==> src/rtl/dsci_pkg.sv <==
// Shared constants, codes and types for the three-stack LIFO engine.
package dsci_pkg;

  // Stack geometry
  localparam int DEPTH   = 128;
  localparam int ADDR_W  = $clog2(DEPTH);
  localparam int FILL_W  = $clog2(DEPTH + 1);

  // Field widths
  localparam int DATA_W  = 32;
  localparam int OP_W    = 3;
  localparam int STAT_W  = 2;
  localparam int COUNT_W = 8;

  // Stream payload widths, padded to whole bytes
  localparam int IN_BITS  = OP_W + DATA_W;
  localparam int IN_W     = ((IN_BITS + 7) / 8) * 8;
  localparam int OUT_BITS = DATA_W + STAT_W + 3 * COUNT_W;
  localparam int OUT_W    = ((OUT_BITS + 7) / 8) * 8;
  localparam int OUT_PAD  = OUT_W - OUT_BITS;

  // Command codes
  typedef enum logic [OP_W-1:0] {
    OP_PUSH_A = 3'd0,
    OP_PUSH_B = 3'd1,
    OP_POP_A  = 3'd2,
    OP_POP_B  = 3'd3,
    OP_POP_R  = 3'd4,
    OP_CAT    = 3'd5,
    OP_ILV    = 3'd6,
    OP_NOP    = 3'd7
  } op_t;

  // Result status codes
  typedef enum logic [STAT_W-1:0] {
    ST_OK    = 2'd0,
    ST_EMPTY = 2'd1,
    ST_DROP  = 2'd2
  } status_t;

  // Sequencer states
  typedef enum logic [1:0] {
    S_IDLE,
    S_POP,
    S_XFER,
    S_DONE
  } state_t;

  // Source of a pending transfer write
  typedef enum logic {
    SRC_A,
    SRC_B
  } src_t;

  // Control of one stack memory
  typedef struct packed {
    logic              we;
    logic [ADDR_W-1:0] waddr;
    logic [DATA_W-1:0] wdata;
    logic [ADDR_W-1:0] raddr;
  } ram_ctl_t;

  // Finished result handed to the output register
  typedef struct packed {
    logic               load;
    logic [DATA_W-1:0]  data;
    status_t            status;
    logic [COUNT_W-1:0] count_a;
    logic [COUNT_W-1:0] count_b;
    logic [COUNT_W-1:0] count_r;
  } result_t;

endpackage

==> src/rtl/dsci_seq.sv <==
// Command sequencer: fill counters and the shared pop/push transfer unit.
module dsci_seq (
  input  logic                        clk,
  input  logic                        rst,
  input  logic                        in_valid,
  output logic                        in_ready,
  input  logic [dsci_pkg::OP_W-1:0]   opcode,
  input  logic [dsci_pkg::DATA_W-1:0] value,
  input  logic                        out_free,
  input  logic [dsci_pkg::DATA_W-1:0] q_a,
  input  logic [dsci_pkg::DATA_W-1:0] q_b,
  input  logic [dsci_pkg::DATA_W-1:0] q_r,
  output dsci_pkg::ram_ctl_t          ctl_a,
  output dsci_pkg::ram_ctl_t          ctl_b,
  output dsci_pkg::ram_ctl_t          ctl_r,
  output dsci_pkg::result_t           res
);

  localparam logic [dsci_pkg::FILL_W-1:0] FULL = dsci_pkg::FILL_W'(dsci_pkg::DEPTH);
  localparam logic [dsci_pkg::FILL_W-1:0] ONE  = dsci_pkg::FILL_W'(1);

  dsci_pkg::state_t state, state_next;
  dsci_pkg::op_t    op, op_next;
  dsci_pkg::status_t status, status_next;
  dsci_pkg::src_t   pend_src, pend_src_next;
  dsci_pkg::src_t   turn, turn_next;
  logic             pend, pend_next;
  logic [dsci_pkg::DATA_W-1:0] rdata, rdata_next;
  logic [dsci_pkg::FILL_W-1:0] fill_a, fill_a_next;
  logic [dsci_pkg::FILL_W-1:0] fill_b, fill_b_next;
  logic [dsci_pkg::FILL_W-1:0] fill_r, fill_r_next;
  logic [dsci_pkg::FILL_W-1:0] fill_a_m1, fill_b_m1, fill_r_m1;
  logic             a_empty, b_empty, r_empty;
  logic             a_full, b_full, r_full;
  logic             accept;
  logic             xfer_end;
  dsci_pkg::op_t    in_op;

  assign in_op     = dsci_pkg::op_t'(opcode);
  assign fill_a_m1 = fill_a - ONE;
  assign fill_b_m1 = fill_b - ONE;
  assign fill_r_m1 = fill_r - ONE;
  assign a_empty   = (fill_a == '0);
  assign b_empty   = (fill_b == '0);
  assign r_empty   = (fill_r == '0);
  assign a_full    = (fill_a >= FULL);
  assign b_full    = (fill_b >= FULL);
  assign r_full    = (fill_r >= FULL);
  assign accept    = in_valid && in_ready;

  // Transfer is over once nothing is in flight and the sources are drained
  assign xfer_end = !pend && ((op == dsci_pkg::OP_CAT) ? b_empty : (a_empty && b_empty));

  // Next state
  always_comb begin
    state_next = state;
    case (state)
      dsci_pkg::S_IDLE: begin
        if (in_valid) begin
          case (in_op)
            dsci_pkg::OP_POP_A: state_next = a_empty ? dsci_pkg::S_DONE : dsci_pkg::S_POP;
            dsci_pkg::OP_POP_B: state_next = b_empty ? dsci_pkg::S_DONE : dsci_pkg::S_POP;
            dsci_pkg::OP_POP_R: state_next = r_empty ? dsci_pkg::S_DONE : dsci_pkg::S_POP;
            dsci_pkg::OP_CAT:   state_next = dsci_pkg::S_XFER;
            dsci_pkg::OP_ILV:   state_next = dsci_pkg::S_XFER;
            default:            state_next = dsci_pkg::S_DONE;
          endcase
        end
      end
      dsci_pkg::S_POP:  state_next = dsci_pkg::S_DONE;
      dsci_pkg::S_XFER: begin
        if (xfer_end) begin
          state_next = dsci_pkg::S_DONE;
        end
      end
      dsci_pkg::S_DONE: begin
        if (out_free) begin
          state_next = dsci_pkg::S_IDLE;
        end
      end
      default: state_next = dsci_pkg::S_IDLE;
    endcase
  end

  // Handshake and result outputs
  always_comb begin
    in_ready    = (state == dsci_pkg::S_IDLE);
    res.load    = (state == dsci_pkg::S_DONE) && out_free;
    res.data    = rdata;
    res.status  = status;
    res.count_a = dsci_pkg::COUNT_W'(fill_a);
    res.count_b = dsci_pkg::COUNT_W'(fill_b);
    res.count_r = dsci_pkg::COUNT_W'(fill_r);
  end

  // Datapath: memory ports, fill counters and transfer bookkeeping
  always_comb begin
    op_next       = op;
    status_next   = status;
    pend_next     = pend;
    pend_src_next = pend_src;
    turn_next     = turn;
    rdata_next    = rdata;
    fill_a_next   = fill_a;
    fill_b_next   = fill_b;
    fill_r_next   = fill_r;

    ctl_a.we    = 1'b0;
    ctl_a.waddr = fill_a[dsci_pkg::ADDR_W-1:0];
    ctl_a.wdata = value;
    ctl_a.raddr = fill_a_m1[dsci_pkg::ADDR_W-1:0];
    ctl_b.we    = 1'b0;
    ctl_b.waddr = fill_b[dsci_pkg::ADDR_W-1:0];
    ctl_b.wdata = value;
    ctl_b.raddr = fill_b_m1[dsci_pkg::ADDR_W-1:0];
    ctl_r.we    = 1'b0;
    ctl_r.waddr = fill_r[dsci_pkg::ADDR_W-1:0];
    ctl_r.wdata = (pend_src == dsci_pkg::SRC_A) ? q_a : q_b;
    ctl_r.raddr = fill_r_m1[dsci_pkg::ADDR_W-1:0];

    case (state)
      // Decode a new request; pushes and pop issue happen here
      dsci_pkg::S_IDLE: begin
        if (accept) begin
          op_next     = in_op;
          status_next = dsci_pkg::ST_OK;
          rdata_next  = '0;
          pend_next   = 1'b0;
          turn_next   = dsci_pkg::SRC_A;
          case (in_op)
            dsci_pkg::OP_PUSH_A: begin
              if (a_full) begin
                status_next = dsci_pkg::ST_DROP;
              end else begin
                ctl_a.we    = 1'b1;
                fill_a_next = fill_a + ONE;
              end
            end
            dsci_pkg::OP_PUSH_B: begin
              if (b_full) begin
                status_next = dsci_pkg::ST_DROP;
              end else begin
                ctl_b.we    = 1'b1;
                fill_b_next = fill_b + ONE;
              end
            end
            dsci_pkg::OP_POP_A: begin
              if (a_empty) status_next = dsci_pkg::ST_EMPTY;
              else         fill_a_next = fill_a_m1;
            end
            dsci_pkg::OP_POP_B: begin
              if (b_empty) status_next = dsci_pkg::ST_EMPTY;
              else         fill_b_next = fill_b_m1;
            end
            dsci_pkg::OP_POP_R: begin
              if (r_empty) status_next = dsci_pkg::ST_EMPTY;
              else         fill_r_next = fill_r_m1;
            end
            dsci_pkg::OP_ILV: fill_r_next = '0;
            default: ;
          endcase
        end
      end

      // Capture the popped element from the registered read
      dsci_pkg::S_POP: begin
        case (op)
          dsci_pkg::OP_POP_A: rdata_next = q_a;
          dsci_pkg::OP_POP_B: rdata_next = q_b;
          default:            rdata_next = q_r;
        endcase
      end

      // One element a cycle: retire the previous pop, issue the next
      dsci_pkg::S_XFER: begin
        if (op == dsci_pkg::OP_CAT) begin
          ctl_a.wdata = q_b;
          if (pend) begin
            if (a_full) begin
              status_next = dsci_pkg::ST_DROP;
            end else begin
              ctl_a.we    = 1'b1;
              fill_a_next = fill_a + ONE;
            end
          end
          pend_next     = !b_empty;
          pend_src_next = dsci_pkg::SRC_B;
          if (!b_empty) begin
            fill_b_next = fill_b_m1;
          end
        end else begin
          if (pend) begin
            if (r_full) begin
              status_next = dsci_pkg::ST_DROP;
            end else begin
              ctl_r.we    = 1'b1;
              fill_r_next = fill_r + ONE;
            end
          end
          // Alternate sources, falling back to the other when one is drained
          if (!a_empty && ((turn == dsci_pkg::SRC_A) || b_empty)) begin
            fill_a_next   = fill_a_m1;
            pend_next     = 1'b1;
            pend_src_next = dsci_pkg::SRC_A;
            turn_next     = dsci_pkg::SRC_B;
          end else if (!b_empty) begin
            fill_b_next   = fill_b_m1;
            pend_next     = 1'b1;
            pend_src_next = dsci_pkg::SRC_B;
            turn_next     = dsci_pkg::SRC_A;
          end else begin
            pend_next     = 1'b0;
          end
        end
      end

      default: ;
    endcase
  end

  // Registers
  always_ff @(posedge clk) begin
    if (rst) begin
      state  <= dsci_pkg::S_IDLE;
      pend   <= 1'b0;
      fill_a <= '0;
      fill_b <= '0;
      fill_r <= '0;
    end else begin
      state  <= state_next;
      pend   <= pend_next;
      fill_a <= fill_a_next;
      fill_b <= fill_b_next;
      fill_r <= fill_r_next;
    end
    op       <= op_next;
    status   <= status_next;
    pend_src <= pend_src_next;
    turn     <= turn_next;
    rdata    <= rdata_next;
  end

endmodule

==> config.mk <==
export PLATFORM = sky130hd
export DESIGN_NAME = dsci_seq
export DESIGN_NICKNAME = d
export VERILOG_FILES = /design/src/rtl/dsci_pkg.sv /design/src/rtl/dsci_seq.sv
export SDC_FILE = /design/constraint.sdc
export NUM_CORES = 1
export LEC_CHECK = 0
export BUFFER_PORTS_ARGS = -buffer_cell sky130_fd_sc_hd__buf_2
export CAP_MARGIN = 25
export CELL_PAD_IN_SITES_DETAIL_PLACEMENT = 1
export CELL_PAD_IN_SITES_GLOBAL_PLACEMENT = 1
export CORE_MARGIN = 2
export CORE_UTILIZATION = 31
export DETAILED_ROUTE_END_ITERATION = 12
export PLACE_DENSITY_LB_ADDON = 0.1
export SLEW_MARGIN = 20
export SYNTH_ARGS = -nofsm -noshare
export SYNTH_HDL_FRONTEND = slang
export SYNTH_SLANG_ARGS = --single-unit
==> constraint.sdc <==
create_clock -name clk -period 4.19 [get_ports clk]
set_clock_uncertainty 0.15 [all_clocks]
set_input_delay 0.838 -clock clk [delete_from_list [all_inputs] [get_ports clk]]
set_output_delay 0.838 -clock clk [all_outputs]
set_load 0.01 [all_outputs]
==> reports/results.txt, run 1 <==
commonest cells after routing, fill and taps aside - buf_2, nor2_1, mux2_2
ratio of final minimum period to clock period - 80.4%
FMAX - 0.297 GHz
post-synth cell types - 73
FP Rows - 49
worst ir drop on vdd - 309 uV
width of the chip - 140 um
met1 usage - 26.7%
Die ar. - 0.0195 mm2
share of layout cells above drive strength 1 - 49.1%
post-synthesis cell area - 0.00570 mm2
power per standard cell area - 632 mW/mm2
initial antenna violation count - 2
Slew @ Worst Pin - 0.784 ns
area of the multi-input gates - 0.00332 mm2
Post-DP HPWL - 18.1 mm
crit path kind - reg -> out
Setup crit start kind - flip-flop
critical-path maximum fanout - 23
first-iteration detailed-routing DRC count - 211
Avg Cell Area, Syn - 9.00 um2
Clock Latency Late Sink - 0.34 ns
Hold-fix buffers, CTS - 0
Syn Nets - 782
met3 Usage GRT - 4.51%
post-CTS setup buffer count - 0
Primary FF master, synth - edfxtp_1
post-synthesis sequential area ratio - 30.0%
WL/cell - 20.3 um
Max-cap violations - 0
CTS max path bufs - 2
critical path required time - 3.20 ns
Reg area - 0.00171 mm2
commonest non-fill, non-tap cell in the layout - buf_2
setup violators final - 0
total track usage - 22.3%
status - completed
RSZ-0062 raised after global routing - no
clock root cell - clkbuf_16
clk slew on worst S/H paths - 0.06 ns
wirelength, routed - 22.8 mm
DP Worst Slack - 1.18 ns
vias per inst - 5.24
clk sinks - 66
IO buf count - 335
first-pass GRT wire length - 34.6 mm
crit path capture type - output port
Sum Neg Setup Slack - 0 ns
Tmin final - 3.37 ns
final hold vios - 0
Warnings, synthesis - 0
top cells by area, synth - edfxtp_1, mux2_2, dfxtp_1
Core ar. - 0.0180 mm2
Layout area overhead - 30.3%
Final Cell Area - 0.00743 mm2
Async SR Flop Fraction - 0%
top cell type's share of synthesized area - 20.5%
Syn Inst Count - 634
leakage - 0.00345 uW
cell taking the most area after synthesis - edfxtp_1
worst path arrival time - 2.38 ns
TritonCTS clock tree - built
max-slew violation count - 0
H-tree levels - 3
Final WS setup - 0.821 ns
grt met2 use - 38.8%
Most Crowded Layer GR - met2
Nets - 1,039
vias in the first global route - 5,867
Starting Density - 31.6%
DRC - 0
Die H - 140 um
hold crit path type - reg -> reg
Placement Cell Area - 0.00717 mm2
first-pass iteration count of the detailed router - 4
pin count of the biggest net entering global routing - 40
routed vias - 5,892
# resized after CTS - 0
# fillers - 2,213
Seq cells post-synth - 66
Antenna Cells - 0
GR Overflow Total - 0
post-route ant nets - 0
gpl congestion - 0.934
max-slew headroom at the worst pin - 46.3%
CTS buffer count - 9
number of flops mapped to enable cells by yosys - 39
I/O pins - 336
[registers in the layout, summed over array words and instances (netlist names)]
name / cells
rdata: 32
fill_a: 8
fill_b: 8
fill_r: 8
op: 3
state: 2
status: 2
pend: 1
pend_src: 1
turn: 1
[logic make-up (layout without fill, tap and decap cells)]
family	after synthesis	in the layout	share of synthesized area, %
XOR/XNOR	16	16	2.46
AO/OA/AOI/OAI	144	144	17.7
flip-flops	66	66	30.0
AND/OR/NAND/NOR	173	173	15.6
adder cells (fa/ha/maj)	13	13	2.85
buffers and inverters	120	382	12.0
multiplexers	102	102	19.3
[critical path, cell delays in order (launching register included)]
cell      delay, ns
dfxtp_1        0.36
inv_1          0.11
ha_1           0.45
nand4b_1       0.23
buf_4          0.34
mux2_2         0.39
buf_2          0.14
[per-stage QoR]
step	std cells	hold WS, ns	util [%]	power (uW)
floorplan	634	0.333	-	3020
global placement	1108	0.352	39.6	3960
detailed placement	1109	0.391	39.8	4040
CTS	1125	0.401	41.2	4760
global route	1125	0.444	41.2	5040
finish	1125	0.392	41.2	4700
[layout make-up]
cell class	count	share of cell area [%]
clock buffer	13	3.37
clock inverter	3	0.236
inverter	23	1.16
multi-input combinational	448	44.7
sequential	66	23.0
tap	229	3.85
timing repair buffer	343	23.6
[routing by layer]
layer  part of all wire (%)  vias to the layer above  wire length [um]
met3                    5.7                       41              1300
met2                     50                      207             11400
met5                   0.12                        -                27
met1                     41                     2841              9320
met4                    3.3                        4               752
li1                       -                     2799                 -
[report_power, final]
group / internal [uW] / switching (uW)
combinational: 1120 / 1690
clock: 415 / 281
sequential: 968 / 222
total: 2510 / 2190
[Yosys cell counts, drive strengths merged, types with 5 or more instances]
master  number
mux2i       36
buf         73
dfxtp       27
xor2        10
edfxtp      39
nor2b       10
nand2       25
nor3        13
o21ai       23
clkbuf      24
nand3       11
nand2b      11
o31ai        8
a211oi      35
nor2        66
mux2        66
xnor2        6
a21oi       34
ha          13
o32ai        5
inv         22
[path summary, 6_finish.rpt]
check | from | to | slack [ns] | cells past startpoint
setup / recovery | state[0] | ctl_a[18] | 0.82 | 6
setup reg to reg | state[0] | fill_a[0] | 1.27 | 8
hold reg to reg | state[1] | state[1] | 0.39 | 2
hold / removal | state[1] | state[1] | 0.39 | 2
Note: power is estimated with default switching activity, not from simulation.
==> run 2: changes to the inputs <==
- clock period: 4.19 -> 3.3 ns (I/O delays scaled with it)
==> reports/results.txt, run 2 (synthesis results as in run 1) <==
CTS buffer count - 9 (unchanged)
Die ar. - 0.0195 mm2 (unchanged)
final hold vios - 0 (unchanged)
I/O pins - 336 (unchanged)
RSZ-0062 raised after global routing - no
first-pass iteration count of the detailed router - 4 (unchanged)
WL/cell - 20.2 um (-0.55%)
pin count of the biggest net entering global routing - 41 (+2.5%)
placed cell count - 1,114 (+0.45%)
clk slew on worst S/H paths - 0.06 ns (about the same)
FMAX - 0.327 GHz
Critical Path Source - state[1]
# resized after CTS - 0 (unchanged)
Final Cell Area - 0.00752 mm2 (+1.2%)
Post-DP HPWL - 18.0 mm (-0.55%)
Biggest register - rdata
Non-Filler Instances - 1,133 (+0.71%)
clock root cell - clkbuf_16
Die H - 140 um (unchanged)
Starting Density - 31.6% (unchanged)
first-iteration detailed-routing DRC count - 256 (+21%)
max FFs per register - 32 (unchanged)
total track usage - 22.5% (+0.22 points)
post-layout total power - 6160 uW (+31%)
commonest non-fill, non-tap cell in the layout - buf_2
post-CTS setup buffer count - 0 (unchanged)
# fillers - 2,216 (+0.14%)
Core ar. - 0.0180 mm2 (unchanged)
width of the chip - 140 um (unchanged)
share of layout cells above drive strength 1 - 49.6% (+0.50 points)
Setup crit start kind - flip-flop
H-tree levels - 3 (unchanged)
hold slack final - 0.391 ns (-0.00103 ns)
worst r2r src - state[1]
vias in the first global route - 5,943 (+1.3%)
routed vias - 5,911 (+0.32%)
setup violators final - 0 (unchanged)
Clock Latency Late Sink - 0.34 ns (about the same)
crit path kind - reg -> out
Nets - 1,044 (+0.48%)
crit path capture type - output port
reg2reg end - fill_a[0]
register-to-register setup slack - 0.56 ns (-0.71 ns)
gpl congestion - 0.949 (+1.6%)
power per standard cell area - 819 mW/mm2 (+30%)
Placement Cell Area - 0.00720 mm2 (+0.42%)
ratio of final minimum period to clock period - 92.6%
Slew @ Worst Pin - 0.765 ns (-0.0192 ns)
worst ir drop on vdd - 405 uV (+31%)
critical path required time - 2.49 ns (-0.71 ns)
max-slew headroom at the worst pin - 47.6% (+1.3 points)
Tmin final - 3.06 ns
Hold-fix buffers, CTS - 0 (unchanged)
initial antenna violation count - 3 (+1)
status - completed
DRC - 0 (unchanged)
TritonCTS clock tree - built
reg2reg path depth - 7 (-1)
hold_sp - state[1]
wirelength, routed - 22.9 mm (+0.15%)
FP Rows - 49 (unchanged)
GR Overflow Total - 0 (unchanged)
max-slew violation count - 0 (unchanged)
commonest cells after routing, fill and taps aside - buf_2, nor2_1, mux2_2
CTS max path bufs - 2 (unchanged)
post-route ant nets - 0 (unchanged)
Layout area overhead - 31.9%
vias per inst - 5.22 (-0.39%)
critical-path maximum fanout - 10 (-57%)
Max-cap violations - 0 (unchanged)
leakage - 0.00349 uW (+1.2%)
Sum Neg Setup Slack - 0 ns (unchanged)
hold crit path type - reg -> reg
worst path arrival time - 2.25 ns (-0.13 ns)
clk sinks - 66 (unchanged)
IO buf count - 335 (unchanged)
CP endpoint - ctl_b[46]
first-pass GRT wire length - 34.8 mm (+0.66%)
run 2: cell count changes in the layout (fill, tap and decap cells not counted), sizes merged:
| cell | previous run | this run |
|---|---|---|
| clkbuf | 13 | 9 |
| buf | 343 | 348 |
| bufinv | 0 | 2 |
| clkinvlp | 1 | 2 |
| clkinv | 3 | 4 |
| diode | 0 | 3 |
run 2: worst min-delay path by stage:
stage,end,slack (ns),cells after the start
after global routing,state[1],0.41,2
after CTS,state[1],0.39,2
after detailed placement,state[1],0.38,2
after floorplan,pend,0.33,2
after global placement,state[1],0.35,2
final,state[1],0.39,2
run 2: stage by stage:
step	setup slack (ns)	utilization, %
detailed placement	0.576	39.9
finish	0.243	41.7
global placement	0.655	39.9
floorplan	0.372	-
global route	0.0647	41.7
CTS	0.190	41.7
run 2: final cells by class:
class | count | area (um2) | area share [%]
clock buffer | 9 | 225 | 2.99
sequential | 66 | 1710 | 22.8
inverter | 23 | 86.3 | 1.15
timing repair buffer | 348 | 1790 | 23.8
tap | 229 | 287 | 3.81
multi-input combinational | 448 | 3320 | 44.2
clock inverter | 7 | 93.8 | 1.25
antenna | 3 | 7.51 | 0.0998
run 2: critical path, cell delays in order (launching register included):
cell and delay [ns]:
dfxtp_1 0.34, inv_1 0.11, ha_1 0.43, nand2_1 0.23, or3_1 0.36, nor3_1 0.22
buf_2 0.19
run 2: per-layer routing:
metal / wire (um) / up-vias / share of wire (%) / track usage, %
met5: 0 / - / 0 / 0
met4: 616 / 0 / 2.7 / 9.32
met1: 9450 / 2872 / 41 / 26.9
li1: - / 2810 / - / -
met2: 11600 / 198 / 51 / 39.8
met3: 1150 / 31 / 5.0 / 4.13
run 2: power breakdown:
group	switching [uW]	internal, uW
Sequential	270	1230
Clock	397	660
Combinational	2170	1430
Total	2840	3320
